`config.mk`:
```
export PLATFORM = sky130hd
export DESIGN_NAME = lz4d_front
export DESIGN_NICKNAME = d
export VERILOG_FILES = /design/src/rtl/core/lz4d_pkg.sv /design/src/rtl/core/lz4d_front.sv
export SDC_FILE = /design/constraint.sdc
export NUM_CORES = 1
export LEC_CHECK = 0
export BUFFER_PORTS_ARGS = -buffer_cell sky130_fd_sc_hd__clkbuf_2
export CORE_ASPECT_RATIO = 1.1
export CORE_MARGIN = 2
export CORE_UTILIZATION = 65
export DETAILED_ROUTE_END_ITERATION = 16
export PLACE_DENSITY = 0.87
export SLEW_MARGIN = 10
export SYNTH_ARGS = -nofsm -noshare
export SYNTH_HDL_FRONTEND = slang
export SYNTH_SLANG_ARGS = --single-unit
```
`constraint.sdc`:
```
create_clock -name clk -period 6.55 [get_ports clk]
set_clock_uncertainty 0.05 [all_clocks]
set_input_delay 0.3275 -clock clk [delete_from_list [all_inputs] [get_ports clk]]
set_output_delay 0.3275 -clock clk [all_outputs]
set_load 0.05 [all_outputs]
```
`src/rtl/core/lz4d_pkg.sv`:
```
package lz4d_pkg;

  // history addresses are carried at the widest window size
  localparam int unsigned ADDR_MAX_BITS = 16;

  localparam logic [3:0] NIBBLE_MASK  = 4'hf;
  localparam logic [7:0] EXT_CONTINUE = 8'hff;

  // item kinds
  localparam logic OP_BYTE  = 1'b0;
  localparam logic OP_DRAIN = 1'b1;

  // error codes
  localparam logic [2:0] ERR_NONE     = 3'd0;
  localparam logic [2:0] ERR_OFFSET   = 3'd1;
  localparam logic [2:0] ERR_OVERFLOW = 3'd2;
  localparam logic [2:0] ERR_TRUNC    = 3'd3;
  localparam logic [2:0] ERR_KIND     = 3'd4;

  // one classified item, front to back
  typedef struct packed {
    logic                     byte_valid;
    logic                     copy;
    logic [7:0]               lit_byte;
    logic [ADDR_MAX_BITS-1:0] raddr;
    logic [ADDR_MAX_BITS-1:0] waddr;
    logic                     ready_for_byte;
    logic                     block_done;
    logic [2:0]               error_code;
  } cmd_t;

  // one result item
  typedef struct packed {
    logic       byte_valid;
    logic [7:0] out_byte;
    logic       ready_for_byte;
    logic       block_done;
    logic [2:0] error_code;
  } res_t;

endpackage

```
`src/rtl/core/lz4d_front.sv`:
```
module lz4d_front #(
  parameter int unsigned WINDOW_BYTES = 65536,
  parameter int unsigned COUNT_BITS   = 24
) (
  input  logic          clk,
  input  logic          rst_n,
  input  logic          cfg_we,
  input  logic [23:0]   cfg_max_output_bytes,
  input  logic          take,
  input  logic          operation,
  input  logic [7:0]    data_byte,
  input  logic          last_byte,
  output lz4d_pkg::cmd_t cmd
);
  import lz4d_pkg::*;

  localparam int unsigned AW = $clog2(WINDOW_BYTES);
  localparam logic [COUNT_BITS-1:0] COUNT_MAX = {COUNT_BITS{1'b1}};

  typedef enum logic [2:0] {
    PH_TOKEN, PH_LIT_EXT, PH_LITERALS, PH_OFF_LO,
    PH_OFF_HI, PH_MATCH_EXT, PH_MATCH, PH_DONE
  } phase_t;

  phase_t                phase_r, phase_nxt;
  logic [COUNT_BITS-1:0] lit_r, lit_nxt, mat_r, mat_nxt, prod_r, prod_nxt;
  logic [15:0]           dist_r, dist_nxt;
  logic [AW-1:0]         wp_r, wp_nxt;
  logic [2:0]            err_r, err_nxt;
  logic [3:0]            mnib_r, mnib_nxt;
  logic [23:0]           max_r;
  logic                  ovf, emit, copy, done;
  logic [COUNT_BITS:0]   lit_sum, mat_sum;
  logic [15:0]           dist_full;
  logic [AW-1:0]         raddr;

  // room check for one more output byte
  assign ovf = (32'(prod_r) >= 32'(max_r)) || (prod_r == COUNT_MAX);

  // saturating length extension
  assign lit_sum   = {1'b0, lit_r} + (COUNT_BITS+1)'(data_byte);
  assign mat_sum   = {1'b0, mat_r} + (COUNT_BITS+1)'(data_byte);
  assign dist_full = {data_byte, dist_r[7:0]};
  assign raddr     = wp_r - dist_r[AW-1:0];

  // sequence decoder
  always_comb begin
    phase_nxt = phase_r;
    lit_nxt   = lit_r;
    mat_nxt   = mat_r;
    dist_nxt  = dist_r;
    err_nxt   = err_r;
    mnib_nxt  = mnib_r;
    emit      = 1'b0;
    copy      = 1'b0;
    done      = 1'b0;
    if (err_r == ERR_NONE) begin
      if (phase_r == PH_DONE) begin
        err_nxt = ERR_KIND;
      end else if (phase_r == PH_MATCH) begin
        if (operation != OP_DRAIN) begin
          err_nxt = ERR_KIND;
        end else if (ovf) begin
          err_nxt = ERR_OVERFLOW;
        end else begin
          emit    = 1'b1;
          copy    = 1'b1;
          mat_nxt = mat_r - 1'b1;
          if (mat_r == COUNT_BITS'(1)) phase_nxt = PH_TOKEN;
        end
      end else if (operation != OP_BYTE) begin
        err_nxt = ERR_KIND;
      end else begin
        unique case (phase_r)
          PH_TOKEN: begin
            lit_nxt  = COUNT_BITS'(data_byte[7:4]);
            mnib_nxt = data_byte[3:0];
            if (data_byte[7:4] == NIBBLE_MASK) begin
              phase_nxt = PH_LIT_EXT;
              if (last_byte) err_nxt = ERR_TRUNC;
            end else if (data_byte[7:4] != 4'd0) begin
              phase_nxt = PH_LITERALS;
              if (last_byte) err_nxt = ERR_TRUNC;
            end else if (last_byte) begin
              phase_nxt = PH_DONE;
              done      = 1'b1;
            end else begin
              phase_nxt = PH_OFF_LO;
            end
          end
          PH_LIT_EXT: begin
            lit_nxt = lit_sum[COUNT_BITS] ? COUNT_MAX : lit_sum[COUNT_BITS-1:0];
            if (last_byte) err_nxt = ERR_TRUNC;
            else if (data_byte != EXT_CONTINUE) phase_nxt = PH_LITERALS;
          end
          PH_LITERALS: begin
            if (ovf) begin
              err_nxt = ERR_OVERFLOW;
            end else begin
              emit    = 1'b1;
              lit_nxt = lit_r - 1'b1;
              if (last_byte) begin
                if (lit_r == COUNT_BITS'(1)) begin
                  phase_nxt = PH_DONE;
                  done      = 1'b1;
                end else begin
                  err_nxt = ERR_TRUNC;
                end
              end else if (lit_r == COUNT_BITS'(1)) begin
                phase_nxt = PH_OFF_LO;
              end
            end
          end
          PH_OFF_LO: begin
            dist_nxt = {8'd0, data_byte};
            if (last_byte) err_nxt = ERR_TRUNC;
            else phase_nxt = PH_OFF_HI;
          end
          PH_OFF_HI: begin
            dist_nxt = dist_full;
            if (last_byte) begin
              err_nxt = ERR_TRUNC;
            end else if (dist_full == 16'd0 || 32'(dist_full) > 32'(prod_r)
                         || 32'(dist_full) > 32'(WINDOW_BYTES)) begin
              err_nxt = ERR_OFFSET;
            end else if (mnib_r == NIBBLE_MASK) begin
              phase_nxt = PH_MATCH_EXT;
              mat_nxt   = COUNT_BITS'(19);
            end else begin
              phase_nxt = PH_MATCH;
              mat_nxt   = COUNT_BITS'(mnib_r) + COUNT_BITS'(4);
            end
          end
          PH_MATCH_EXT: begin
            mat_nxt = mat_sum[COUNT_BITS] ? COUNT_MAX : mat_sum[COUNT_BITS-1:0];
            if (last_byte) err_nxt = ERR_TRUNC;
            else if (data_byte != EXT_CONTINUE) phase_nxt = PH_MATCH;
          end
          default: begin
            err_nxt = ERR_KIND;
          end
        endcase
      end
    end
    wp_nxt   = emit ? wp_r + 1'b1 : wp_r;
    prod_nxt = emit ? prod_r + 1'b1 : prod_r;
  end

  // command for the back end
  always_comb begin
    cmd                = '0;
    cmd.byte_valid     = emit && (err_nxt == ERR_NONE);
    cmd.copy           = copy;
    cmd.lit_byte       = data_byte;
    cmd.raddr          = ADDR_MAX_BITS'(raddr);
    cmd.waddr          = ADDR_MAX_BITS'(wp_r);
    cmd.ready_for_byte = (err_nxt == ERR_NONE) && (phase_nxt != PH_MATCH)
                         && (phase_nxt != PH_DONE);
    cmd.block_done     = done && (err_nxt == ERR_NONE);
    cmd.error_code     = err_nxt;
  end

  // state registers
  always_ff @(posedge clk) begin
    if (!rst_n) begin
      phase_r <= PH_TOKEN;
      lit_r   <= '0;
      mat_r   <= '0;
      dist_r  <= '0;
      wp_r    <= '0;
      prod_r  <= '0;
      err_r   <= ERR_NONE;
      mnib_r  <= '0;
      max_r   <= 24'hffffff;
    end else begin
      if (cfg_we) max_r <= cfg_max_output_bytes;
      if (take) begin
        phase_r <= phase_nxt;
        lit_r   <= lit_nxt;
        mat_r   <= mat_nxt;
        dist_r  <= dist_nxt;
        wp_r    <= wp_nxt;
        prod_r  <= prod_nxt;
        err_r   <= err_nxt;
        mnib_r  <= mnib_nxt;
      end
    end
  end

`ifndef SYNTH
  a_err_sticky: assert property (@(posedge clk) disable iff (!rst_n)
    (err_r != ERR_NONE) |=> (err_r == $past(err_r)))
    else $error("latched error changed");
  a_no_emit_on_err: assert property (@(posedge clk) disable iff (!rst_n)
    (err_r != ERR_NONE) |-> !cmd.byte_valid)
    else $error("byte emitted after error");
  a_done_quiet: assert property (@(posedge clk) disable iff (!rst_n)
    (take && cmd.block_done) |=> (phase_r == PH_DONE))
    else $error("done without entering done phase");
`endif

endmodule

```
# Word-level counts from Yosys, hierarchy flattened
# Index checks and enable logic that the tools add are counted.
[totals]
ff_bits = 138
latch_bits = 0
ramBits = 0
rom_bits = 0
input_bits = 38
memories = 0
[classes]
add_sub_neg = 8
n_mul = 0
n_div = 0
magnitude_cmp = 2
n_eq_ne = 21
shifts = 0
muxes = 72
n_bitwise = 4
reduce_logical = 21
[op_table]
columns = ["cell", "n"]
rows = [
  ["$mux W24", 9],
  ["$mux W3", 35],
  ["$pmux W24 S3", 1],
  ["$add A24 B8 Y25", 2],
  ["$eq A24 B1 Y1 const B", 2],
  ["$pmux W24 S2", 1],
  ["$sub A24 B1 Y24 const B", 2],
  ["$pmux W16 S2", 1],
  ["$add A24 B1 Y24 const B", 1],
  ["$eq A24 B24 Y1 const B", 1],
  ["$ge A24 B24 Y1", 1],
  ["$gt A16 B24 Y1", 1],
  ["$mux W1", 20],
  ["$pmux W3 S6", 1],
  ["$add A16 B1 Y16 const B", 1],
  ["$logic_not A16 Y1", 1],
  ["$sub A16 B16 Y16", 1],
  ["$reduce_and A7 Y1", 2],
  ["$eq A3 B3 Y1 const B", 4],
  ["$ne A3 B3 Y1 const B", 4],
  ["$pmux W3 S4", 1],
  ["$reduce_and A6 Y1", 2],
  ["$logic_not A3 Y1", 3],
  ["$reduce_and A9 Y1", 1],
  ["other kinds (18)", 30],
]

# Logic depth before layout (Yosys ltp)
[depth]
depth_word = 12
depth_mapped = 11
ltp_nobuf = 10

# Worst setup path after synthesis
# OpenSTA, ideal clock, no wires.
[synth_timing]
path_kind = "register -> output"
startpoint = "register lit_r[19]"
endpoint = "output port cmd[46] in the netlist's numbering"
arrival_time_ns = 3.931
required_ns = 6.173
slack_ns = 2.241
stages_incl_launch_ff = 9
n_path_buf = 1
path_cell_list = "dfxtp_1 buf_6 or3_4 or3_4 or4_4 nand3_2 nor3_1 a221o_1 nor4_1"
[synth_rtl]
columns = ["item", "line_no", "rtl"]
rows = [
  ["from (decl)", "lz4d_front.sv:26", "logic [COUNT_BITS-1:0] lit_r, lit_nxt, mat_r, mat_nxt, prod_r, prod_nxt;"],
  ["from (signal assigned)", "lz4d_front.sv:179", "lit_r <= lit_nxt;"],
  ["to (decl)", "lz4d_front.sv:13", "output lz4d_pkg::cmd_t cmd"],
]

==> metrics <==
run status finished, final reports clean; Ys Warns 0; worst path arrival time 3.73 ns; f_max 243 MHz; post-route ant nets 0; Overflow after GRT 0; CTS Sinks 138; Die ar. 17900 sq um; Max-Cap Viols 0; gpl congestion 0.965; RSZ-0062 raised after global routing no; clock tree root driver cell clkbuf_16; final WL 31100 microns; synthesized area 10900 sq um; fin cells 1691; initial core utilization 0.666; H-tree Lvls 4; Critical Path Fanout Max 8; Nets 1593; CTS Buf Count 17; placed cell areas 11300 sq um; # fillers 1299; LEAKAGE 4.73 nW; diode count 0; Slew @ Worst Pin 1.06 ns; DR iter-0 viols 1420; initial antenna violation count 0; total track usage 0.349; area of the multi-input gates 7410 sq um; slew margin rel. 0.287; Die Ht 140 microns; largest net degree at the start of global routing 69; DRT Pass-1 Iters 6; Area growth syn-to-layout 8.75%; # resized after CTS 0; Final setup viols 0; CORE AREA 16400 sq um; estimated wirelength of the detail-placed design 21200 microns; peak supply drop 0.184 mV; fin. max-slew vios 0; commonest non-fill, non-tap cell in the layout nand2_1; CP startpoint kind register; detailed-route via count 11600; Pwr Density 191 nW/um^2; Yosys cell types 85; Avg Cell Area, Syn 7.52 sq um; internal power 1.59 mW; first-pass GRT wire length 52200 microns; asr flop ratio synth 0; Storage cell area 2760 sq um; worst hold path type primary input to register; Post-Syn Nets 1574; Max Root-Sink Buffers 2; Most used DFF post-synth dfxtp_1; placed instance count 1659; Post-CTS Hold Fix Bufs 0; die width 128 microns; Hold Vio Cnt, Final 0; Critical Path RT 6.17 ns; WL/cell 18.4 microns; number of top-level pins 85; CTS tree done; fin crit share 0.627; # rows 49; Worst-path clk slew 0.07 ns; share of total power in the clock network 0.450; number of global-route vias before repair 10800; post-route cell area 11900 sq um; share of cells above drive strength 1 0.121; Post-synth EDFFs 0; final worst path period need 4.11 ns; Seq/Total Area, Yosys 0.252; P_sw 688 uW; sequential share of power 0.385; Yosys reg bits 138; routed vias/inst 6.85; Post-Synthesis Cells 1455; setup tns final 0 ns; most frequent cells in the layout nand2_1, dfxtp_1, a21oi_1, inv_1, nor2_1; latest clock arrival within the worst-skew pair 0.44 ns; Logic pwr share 0.164; PortBufs 84; Crit Path Class register to primary output; critical path endpoint category primary output; DRC 0; Switching Share 0.302; post-CTS setup buffer count 0
per-layer routing:
| layer | part of all wire | track usage |
|---|---|---|
| met5 | 0 | 0 |
| met2 | 0.47 | 0.577 |
| met1 | 0.41 | 0.451 |
| met3 | 0.086 | 0.0558 |
| met4 | 0.034 | 0.152 |
sequential cells by signal (all words and copies together) (netlist names):
register and flops:
wp_r 16, max_r 24, prod_r 24, phase_r 3, lit_r 24, mat_r 24
err_r 3, mnib_r 4, dist_r 16
synth_stat cells (28+ instances only):
cell type	instances	area share
nand2_1	144	0.049
nand3_1	70	0.032
o21ai_0	83	0.038
nand4_1	32	0.018
dfxtp_1	138	0.25
ha_1	78	0.089
a21oi_1	102	0.047
nor2_1	84	0.029
clkbuf_1	76	0.026
inv_1	89	0.031
nor4_1	28	0.016
or3_1	28	0.016
nor3_1	45	0.021
final timing paths:
kind / start / endpoint / slack (ns) / cells after the start
worst max-delay path: prod_r[20] / cmd[4] / 2.44 / 9
worst min-delay path: cfg_max_output_bytes[12] / max_r[12] / 0.05 / 3
worst max register to register: prod_r[15] / mat_r[9] / 2.82 / 9
worst min register to register: dist_r[10] / dist_r[10] / 0.41 / 2
critical path, stage by stage (launching register included):
cell	delay, ns
dfxtp_1	0.48
ha_1	0.30
nand4_1	0.17
nor3_1	0.11
a32oi_1	0.29
o211ai_2	0.31
nor4_1	0.64
a211oi_1	0.21
a2111oi_2	0.44
clkbuf_2	0.36
area by class of cell:
type / instances / share of cell area
sequential: 138 / 0.232
tap: 204 / 0.0214
multi-input combinational: 1130 / 0.623
clock inverter: 15 / 0.0159
inverter: 89 / 0.0281
timing repair buffer: 98 / 0.0441
clock buffer: 17 / 0.0357
cell families after synthesis:
kind of cell	count (synthesis)	share of synthesized area
and+or+nand+nor	544	0.255
xor gates and xnor gates	37	0.0296
adders and majority gates	81	0.0946
DFF	138	0.252
buffers and inverters	187	0.0709
AOI/OAI and AO/OA	450	0.281
muxes	18	0.0166
per-stage QoR:
stage          setup WS [ns]   util  power (mW)  hold WS (ns)
5_1_grt                 2.23  0.725        2.35        0.0570
3_5_place_dp            2.86  0.687        1.26         0.396
4_1_cts                 2.51  0.725        2.26        0.0532
3_3_place_gp            2.90  0.687        1.25         0.391
2_1_floorplan           2.24      -        1.17         0.382
6_report                2.44  0.725        2.27        0.0536
power by group through the flow:
stage / sequential [mW] / combinational [mW] / clock, mW
6_report: 0.877 / 0.374 / 1.02
5_1_grt: 0.879 / 0.407 / 1.06
4_1_cts: 0.876 / 0.366 / 1.02
3_5_place_dp: 0.895 / 0.362 / 0
3_3_place_gp: 0.894 / 0.355 / 0
2_1_floorplan: 0.888 / 0.282 / 0
Note: power is estimated with default switching activity, not from simulation.
