**config.mk**
```make
export PLATFORM = sky130hd
export DESIGN_NAME = lz4d_cmdq
export DESIGN_NICKNAME = d
export VERILOG_FILES = /design/src/rtl/core/lz4d_pkg.sv /design/src/rtl/core/lz4d_cmdq.sv
export SDC_FILE = /design/constraint.sdc
export NUM_CORES = 1
export LEC_CHECK = 0
export BUFFER_PORTS_ARGS = -buffer_cell sky130_fd_sc_hd__buf_2
export CAP_MARGIN = 20
export CORE_MARGIN = 2
export CORE_UTILIZATION = 60
export CTS_BUF_LIST = sky130_fd_sc_hd__clkbuf_4
export DETAILED_ROUTE_END_ITERATION = 8
export MAX_ROUTING_LAYER = met4
export PLACE_DENSITY = 0.88
export SKIP_CTS_REPAIR_TIMING = 1
export SYNTH_ARGS = -nofsm -noshare
export SYNTH_HDL_FRONTEND = slang
export SYNTH_SLANG_ARGS = --single-unit
```
**constraint.sdc**
```tcl
create_clock -name clk -period 3.5 [get_ports clk]
set_input_delay 0.35 -clock clk [delete_from_list [all_inputs] [get_ports clk]]
set_output_delay 0.35 -clock clk [all_outputs]
set_load 0.05 [all_outputs]
```
**src/rtl/core/lz4d_pkg.sv**
```systemverilog
package lz4d_pkg;

  // history addresses are carried at the widest window size
  localparam int unsigned ADDR_MAX_BITS = 16;

  localparam logic [3:0] NIBBLE_MASK  = 4'hf;
  localparam logic [7:0] EXT_CONTINUE = 8'hff;

  // item kinds
  localparam logic OP_BYTE  = 1'b0;
  localparam logic OP_DRAIN = 1'b1;

  // error codes
  localparam logic [2:0] ERR_NONE     = 3'd0;
  localparam logic [2:0] ERR_OFFSET   = 3'd1;
  localparam logic [2:0] ERR_OVERFLOW = 3'd2;
  localparam logic [2:0] ERR_TRUNC    = 3'd3;
  localparam logic [2:0] ERR_KIND     = 3'd4;

  // one classified item, front to back
  typedef struct packed {
    logic                     byte_valid;
    logic                     copy;
    logic [7:0]               lit_byte;
    logic [ADDR_MAX_BITS-1:0] raddr;
    logic [ADDR_MAX_BITS-1:0] waddr;
    logic                     ready_for_byte;
    logic                     block_done;
    logic [2:0]               error_code;
  } cmd_t;

  // one result item
  typedef struct packed {
    logic       byte_valid;
    logic [7:0] out_byte;
    logic       ready_for_byte;
    logic       block_done;
    logic [2:0] error_code;
  } res_t;

endpackage

```
**src/rtl/core/lz4d_cmdq.sv**
```systemverilog
module lz4d_cmdq (
  input  logic           clk,
  input  logic           rst_n,
  input  logic           wr,
  input  lz4d_pkg::cmd_t wdata,
  output logic           full,
  input  logic           rd,
  output lz4d_pkg::cmd_t rdata,
  output logic           empty
);
  import lz4d_pkg::*;

  cmd_t       mem_r [4];
  logic [1:0] wp_r, rp_r;
  logic [2:0] cnt_r;

  assign full  = (cnt_r == 3'd4);
  assign empty = (cnt_r == 3'd0);
  assign rdata = mem_r[rp_r];

  // entry storage
  always_ff @(posedge clk) begin
    if (wr) mem_r[wp_r] <= wdata;
  end

  // pointers and fill
  always_ff @(posedge clk) begin
    if (!rst_n) begin
      wp_r  <= '0;
      rp_r  <= '0;
      cnt_r <= '0;
    end else begin
      if (wr) wp_r <= wp_r + 1'b1;
      if (rd) rp_r <= rp_r + 1'b1;
      cnt_r <= cnt_r + 3'(wr) - 3'(rd);
    end
  end

`ifndef SYNTH
  a_no_ovf: assert property (@(posedge clk) disable iff (!rst_n) wr |-> !full)
    else $error("command queue overflow");
  a_no_unf: assert property (@(posedge clk) disable iff (!rst_n) rd |-> !empty)
    else $error("command queue underflow");
  a_cnt: assert property (@(posedge clk) disable iff (!rst_n) cnt_r <= 3'd4)
    else $error("command queue count out of range");
`endif

endmodule

```
; Word level (Yosys, flattened, before mapping)
; Memories as Yosys holds them, arrays and structs flattened. A register that Yosys moved wholly into a read port is not among the register bits.
; Cells that the tools add are included.
; Widths: inputs -> output; s select.
[op_classes]
addsub = 4
n_reduce_logical = 1
eq_ne = 1
n_mux = 4
[op_table]
columns = op, count
row1 = $add 2x1->2 const B, 2
row2 = $mux 2, 2
row3 = $add 3x1->3, 1
row4 = $eq 3x3->1 const B, 1
row5 = $logic_not 3->1, 1
row6 = $sub 3x1->3, 1
row7 = $mux 1, 2
[word_totals]
memories = 1
out_inout_bits = 49
in_bits = 51
word_cells = 14
mem_bits_rw = 188
register_bits = 7
[mem_list]
columns = memory, depth, word_bits, read_ports, rd_ports_with_merged_regs, wr, line
row1 = mem_r, 4, 47, 1, 1, 1, lz4d_cmdq.sv:13  ; cmd_t mem_r [4];

; Depth between registers and ports, before layout
; Gate-level depths: netlist (run 1).
[depth]
ltp_word = 3
ltp_mapped = 7

; Worst setup path before layout (run 1)
; OpenSTA, ideal clock, no wires.
[synth_path]
kind = register -> register
from = register wp_r[0]
to = memory mem_r[2][0] (netlist bit) (enable)
t_required_ns = 3.091
slack_ns = 1.423
arrival_time_ns = 1.667
path_stages_with_launch = 4
n_path_buf = 0
setup_ns = 0.409
synth_period_minus_slack_ns = 2.077
path_cell_list = dfxtp_1 > inv_1 > ha_1 > and2_1
[synth_lines]
columns = element, line
row1 = start: declaration, lz4d_cmdq.sv:14  ; logic [1:0] wp_r, rp_r;
row2 = start signal: assignment, lz4d_cmdq.sv:33  ; if (wr) wp_r <= wp_r + 1'b1;
row3 = end: declaration, lz4d_cmdq.sv:13
; Straight into the memory's write port.

==> flow_summary_export.csv, run 1 <==
group,metric,value,unit
sta,max-slew-margin-rel,36.3,%
sta,grt_setup_unrepaired,"false",
setup_path,crit-reg2reg-launch,"wp_r[0]$_SDFFE_PN0P_",
logic_synthesis,synth_edf_count,188,
sta,hold_viol,0,
power,powerDensity,549,mW/mm²
die,num_rows,40,
placement,place_ws,1.22,ns
detailed_routing,via_count,3448,
die,ioPinCount,100,
logic_synthesis,yosys-top-cells-area,"edfxtp_1 78%, mux4_2 15%, dfxtp_1 2.5%, ha_1 1.0%, buf_12 0.83%",
logic_synthesis,synth_seq_cells,197,
logic_synthesis,synthFlopType,"edfxtp_1",
clock_tree,clock-root-buffer,"clkbuf_4",
power,peakVddDrop,0.000318,V
global_route,grt_pass1_vias,3460,
sta,fmax,0.353,GHz
logic_synthesis,synthCells,288,
global_route,grt_use_total,19.8,%
clock_tree,clk_pin_slew,0.14,ns
finish,drive_gt1_share,40.2,%
detailed_routing,post-route-drc-count,0,
placement,gp_congestion,0.721,
setup_path,arrival,2.48,ns
die,die_w,114,µm
die,core_area,0.0119,mm²
sta,finalSetupTns,0,ns
detailed_routing,ant_nets,0,
logic_synthesis,ys_seq_area_share,80.4,%
placement,dpl.hpwl,7010,µm
sta,fin_crit_sh,80.9,%
job,cap_violations,0,
global_route,grt-ovfl-total,0,
detailed_routing,wl_per_cell,20.2,µm
power,p_clk_share,25.1,%
logic_synthesis,yosysUniqueCellTypes,21,
detailed_routing,drt_wl_total,12300,µm
detailed_routing,first_pass_iters,4,
setup_path,crit_path_max_fanout,47,
power,p_comb_share,16.5,%
clock_tree,htree_levels,4,
worst_hold_path,min_path_type,"primary input to flop",
setup_path,critical_path_class,"flop to output port",
logic_synthesis,yosysWarnings,0,
setup_path,r2r_cells,4,
power,p_sw,1.29,mW
global_route,grt_pass1_wl,17900,µm
sta,fin_crit,2.83,ns
die,initial_utilization,60.9,%
worst_hold_path,hold_path_depth,3,
power,p_leak,2.97,nW
sta,drv_slew,0,
logic_synthesis,synth_top_area_share,77.9,%
sta,setup_ws,0.670,ns
finish,final_area,0.00865,mm²
worst_hold_path,hold_start,"rd",
setup_path,required,3.15,ns
setup_path,worst-r2r-setup-slack,1.48,ns
clock_tree,cts_buffers,17,
placement,placedInstanceArea,0.00788,mm²
global_route,grt_max_degree,48,
logic_synthesis,synth.most_common_cell,"edfxtp_1",
detailed_routing,initialDrtViolationCount,298,
setup_path,worst_r2r_endpoint,"mem_r[0][27]$_DFFE_PP_",
global_route,antenna_found_initial,0,
logic_synthesis,avgSynthCellArea,25.2,µm²
logic_synthesis,synth_commonest_cells,"188 x edfxtp_1, 47 x mux4_2, 9 x dfxtp_1",
finish,area_growth,19.3,%
run_status,status,"completed",
sta,setup_viol,0,
power,swShare,27.1,%
sta,worst_slew_pin_slew,0.956,ns
die,die-area,0.0130,mm²
setup_path,endpoint_kind,"output port",
detailed_routing,routed_via_density,5.65,
placement,portBuffers,99,
sta,finalClockSkew,0.0134,ns
setup_path,start_kind,"flop",
clock_tree,ctsLongestPathBuffers,2,
power,seq_power_share,58.4,%
clock_tree,clkLatencyLatePin,0.58,ns
finish,diodes,0,
logic_synthesis,synthArstFlopShare,0,%
finish,fin_nets,508,
die,die_h,114,µm
logic_synthesis,yosysTopAreaCell,"edfxtp_1",
power,p_int,3.46,mW
logic_synthesis,synthesis.area,0.00725,mm²
clock_tree,cts_num_sinks,197,
logic_synthesis,synth_nets,346,
clock_tree,cts_tree,"done",
routing by layer:
layer / part of all wire, % / global-route usage [%] / vias to the layer above
met5: 0 / - / -
met4: 2.1 / 9.19 / 0
met3: 5.4 / 5.37 / 23
met2: 52 / 30.9 / 110
met1: 41 / 24.7 / 1774
li1: - / - / 1541
cells in the final DEF (no fill, tap or decap), drive strengths merged:
master	instances
edfxtp	188
buf	105
dlygate4sd3	48
mux4	47
clkbuf	17
dfxtp	9
inv	8
clkinv	7
ha	6
and2	6
nor2	5
clkinvlp	4
bufinv	3
xnor2	2
nor3	1
and3	1
a21bo	1
nand3b	1
a21oi	1
mux2i	1
xor3	1
fa	1
final cells by class:
| type | count | area, µm² |
|---|---|---|
| clock inverter | 15 | 161 |
| inverter | 7 | 26.3 |
| sequential | 197 | 5830 |
| clock buffer | 17 | 128 |
| multi-input combinational | 74 | 1300 |
| timing repair buffer | 153 | 1020 |
| fill | 693 | 3260 |
| tap | 147 | 184 |
registers in the layout, summed over array words and instances, names as in the netlist, named ones only:
register  flops
wp_r          2
rp_r          2
mem_r       188
cnt_r         3
worst max-delay path by stage:
stage,end,slack [ns],cells past startpoint
2_1_floorplan,mem_r[2][0]$_DFFE_PP_,1.42,3
3_3_place_gp,rdata[14],1.25,2
3_5_place_dp,rdata[45],1.22,2
4_1_cts,rdata[45],0.55,2
5_1_grt,rdata[45],0.47,2
6_report,rdata[45],0.67,2
power by group through the flow:
stage / Combinational, mW / Sequential (mW) / Clock, mW
finish: 0.785 / 2.77 / 1.19
global route: 0.826 / 2.79 / 1.30
CTS: 0.746 / 2.78 / 1.22
detailed placement: 0.744 / 2.83 / 0
global placement: 0.730 / 2.82 / 0
floorplan: 0.609 / 2.78 / 0
kinds of logic (layout without fill, tap and decap cells):
logic type	after synthesis	in the layout	share of synthesized area, %
DFF	197	197	80.4
muxes	48	48	14.7
buffers and inverters	17	192	1.78
and+or+nand+nor	14	14	1.04
adders and majority gates	7	7	1.31
xor gates and xnor gates	3	3	0.570
AOI/OAI and AO/OA	2	2	0.207
through the flow:
step | util, % | power (mW) | std cells | hold slack (ns)
floorplan | - | 3.39 | 288 | 0.449
detailed placement | 66.2 | 3.58 | 530 | 0.530
CTS | 68.6 | 4.75 | 562 | -0.0734
global route | 72.6 | 4.92 | 610 | 0.118
global placement | 66.2 | 3.55 | 530 | 0.509
finish | 72.6 | 4.75 | 610 | 0.0977
worst max-delay path, cell delays in order, from the launching register on:
cell	delay, ns
dfxtp_4	1.01
mux4_2	0.64
buf_2	0.23
(Power assumes the default switching activity.)
==> inputs of run 2 (changes only) <==
--- a/config.mk
+++ b/config.mk
@@ -5,14 +5,15 @@
 export SDC_FILE = /design/constraint.sdc
 export NUM_CORES = 1
 export LEC_CHECK = 0
+export ABC_AREA = 1
 export BUFFER_PORTS_ARGS = -buffer_cell sky130_fd_sc_hd__buf_2
 export CAP_MARGIN = 20
 export CORE_MARGIN = 2
-export CORE_UTILIZATION = 60
+export CORE_UTILIZATION = 54
 export CTS_BUF_LIST = sky130_fd_sc_hd__clkbuf_4
 export DETAILED_ROUTE_END_ITERATION = 8
 export MAX_ROUTING_LAYER = met4
-export PLACE_DENSITY = 0.88
+export PLACE_DENSITY = 0.83
 export SKIP_CTS_REPAIR_TIMING = 1
 export SYNTH_ARGS = -nofsm -noshare
 export SYNTH_HDL_FRONTEND = slang
==> constraint.sdc (replaced) <==
create_clock -name clk -period 2.4 [get_ports clk]
set_input_delay 0.24 -clock clk [delete_from_list [all_inputs] [get_ports clk]]
set_output_delay 0.24 -clock clk [all_outputs]
set_load 0.05 [all_outputs]
==> run 2 against run 1 <==
Clock power grew 55%. Critical endpoint is now rdata[32]. Highest routed layer unchanged. Synthesized cell count grew 110%. Non-clock buffer count grew 13. Area after synthesis grew 12%. Core utilization shrank 6.5 points.
==> flow_summary_export.csv, run 2 <==
group,metric,value,unit
detailed_routing,routed_via_density,5.28,
job,cap_violations,0,
sta,grt_setup_unrepaired,"false",
logic_synthesis,synthFlopType,"edfxtp_1",
power,powerDensity,731,mW/mm²
finish,final_common_cell,"edfxtp_1",
finish,top_register,"mem_r",
placement,portBuffers,99,
finish,fin_cells,953,
logic_synthesis,synth_commonest_cells,"188 x edfxtp_1, 109 x inv_1, 87 x nand2_1",
logic_synthesis,synthCells,604,
logic_synthesis,yosysTopAreaCell,"edfxtp_1",
placement,gp_congestion,0.764,
power,power,7.08,mW
setup_path,endpoint_kind,"output port",
sta,timing.hold.ws,0.426,ns
logic_synthesis,avgSynthCellArea,13.5,µm²
sta,finalClockSkew,0.0110,ns
finish,final_area,0.00968,mm²
clock_tree,clk_pin_slew,0.14,ns
global_route,grt-ovfl-total,0,
setup_path,arrival,1.94,ns
logic_synthesis,synthesis.area,0.00813,mm²
global_route,antenna_found_initial,0,
detailed_routing,wl_per_cell,16.4,µm
logic_synthesis,synth.most_common_cell,"edfxtp_1",
placement,dpl.hpwl,9590,µm
die,ioPinCount,100,
placement,dp_cells,871,
logic_synthesis,synth_edf_count,188,
logic_synthesis,yosysWarnings,0,
detailed_routing,initialDrtViolationCount,447,
finish,diodes,0,
sta,hold_viol,0,
sta,setup_viol,0,
clock_tree,cts_buffers,17,
detailed_routing,ant_nets,0,
finish,area_growth,19.0,%
finish,fin_nets,816,
clock_tree,cts_num_sinks,197,
logic_synthesis,yosysUniqueCellTypes,22,
global_route,grt_use_total,19.6,%
finish,drive_gt1_share,27.6,%
die,num_rows,44,
sta,worst_slew_pin_slew,0.627,ns
sta,fmax,0.459,GHz
placement,placedInstanceArea,0.00884,mm²
sta,fin_crit_sh,90.7,%
placement,place_ws,0.647,ns
finish,utilization,66.1,%
clock_tree,ctsLongestPathBuffers,2,
logic_synthesis,ys_seq_area_share,71.6,%
die,initial_utilization,55.5,%
worst_hold_path,min_path_type,"primary input to flop",
finish,final_cell_mix,"188 x edfxtp_1, 105 x inv_1, 99 x buf_2",
die,die_h,127,µm
sta,finalSetupTns,0,ns
clock_tree,clock-root-buffer,"clkbuf_4",
setup_path,required,2.16,ns
global_route,grt_pass1_wl,23400,µm
clock_tree,htree_levels,4,
sta,setup_ws,0.222,ns
logic_synthesis,yosys-top-cells-area,"edfxtp_1 69%, o211ai_2 6.8%, inv_1 5.0%, nand2_1 4.0%, a21oi_1 3.3%",
global_route,grt_pass1_vias,4864,
detailed_routing,drt_wl_total,15600,µm
detailed_routing,via_count,5031,
clock_tree,cts_tree,"done",
logic_synthesis,synth_top_area_share,69.4,%
setup_path,critical_path_class,"flop to output port",
detailed_routing,post-route-drc-count,0,
detailed_routing,first_pass_iters,5,
logic_synthesis,synth_nets,662,
setup_path,start_kind,"flop",
finish,largest_reg_flops,188,
die,die-area,0.0161,mm²
power,p_leak,3.80,nW
finish,reg_top3,"mem_r (188), cnt_r (3)",
sta,fin_crit,2.18,ns
setup_path,crit_path_max_fanout,43,
logic_synthesis,synth_seq_cells,197,
die,core_area,0.0146,mm²
sta,drv_slew,0,
global_route,grt_max_degree,48,
logic_synthesis,synthArstFlopShare,0,%
power,peakVddDrop,0.000471,V
run_status,status,"completed",
setup_path,worst-r2r-setup-slack,0.67,ns
die,die_w,127,µm
sta,max-slew-margin-rel,58.1,%
clock_tree,clkLatencyLatePin,0.55,ns
==> run 2: changes by cell type in the layout (fill, tap and decap cells not counted), sizes merged, moves of 2 or more <==
cell,change
nand2,+104
inv,+102
a21oi,+52
o21ai,+51
mux4,-47
o211ai,+47
buf,+10
and2,-6
clkbuf,+3
clkinv,-3
nor2,-3
dlygate4sd3,+2
xnor2,-2
==> run 2: kinds of logic (layout without fill, tap and decap cells) <==
logic type / after synthesis / in the layout / share of synthesized area, %
AOI/OAI and AO/OA: 151 / 151 / 13.4
adders and majority gates: 7 / 7 / 1.17
buffers and inverters: 141 / 306 / 8.20
DFF: 197 / 197 / 71.6
and+or+nand+nor: 108 / 108 / 5.54
==> run 2: path summary, 6_finish.rpt <==
path	endpoint	cells after the start	startpoint
hold reg to reg	flop	2	rp_r[1]$_SDFFE_PN0P_
setup / recovery	rdata[32]	5	flop
hold / removal	mem_r[3][14]$_DFFE_PP_	2	wdata[14]
setup reg to reg	mem_r[3][38]$_DFFE_PP_	4	wp_r[1]$_SDFFE_PN0P_
==> run 2: cell type report <==
cell class / count / area (µm²)
Clock buffer: 19 / 143
Clock inverter: 11 / 160
Fill cell: 1046 / 4960
Inverter: 110 / 413
Multi-Input combinational cell: 266 / 1640
Sequential cell: 197 / 5830
Tap cell: 184 / 230
Timing Repair Buffer: 166 / 1260
==> run 2: report_power, final <==
part           switching (mW)  internal, mW  total (mW)
logic                   0.892         0.353        1.24
clock network            1.01         0.828        1.84
registers              0.0679          3.92        3.99
total                    1.97          5.10        7.08
==> run 2: critical path, cell delays in order (launching register included) <==
cell and delay [ns]:
dfxtp_4 0.59, buf_12 0.28, a21oi_1 0.10, o21ai_1 0.12, nand2_1 0.07, buf_2 0.21
==> run 2: layer usage <==
layer  vias up  part of all wire, %  track usage [%]
met2       172                   51             32.4
met1      2438                   41             23.4
met4         0                  1.9             7.30
met3        27                  6.2             5.36
met5         -                    0                -
li1       2394                    -                -
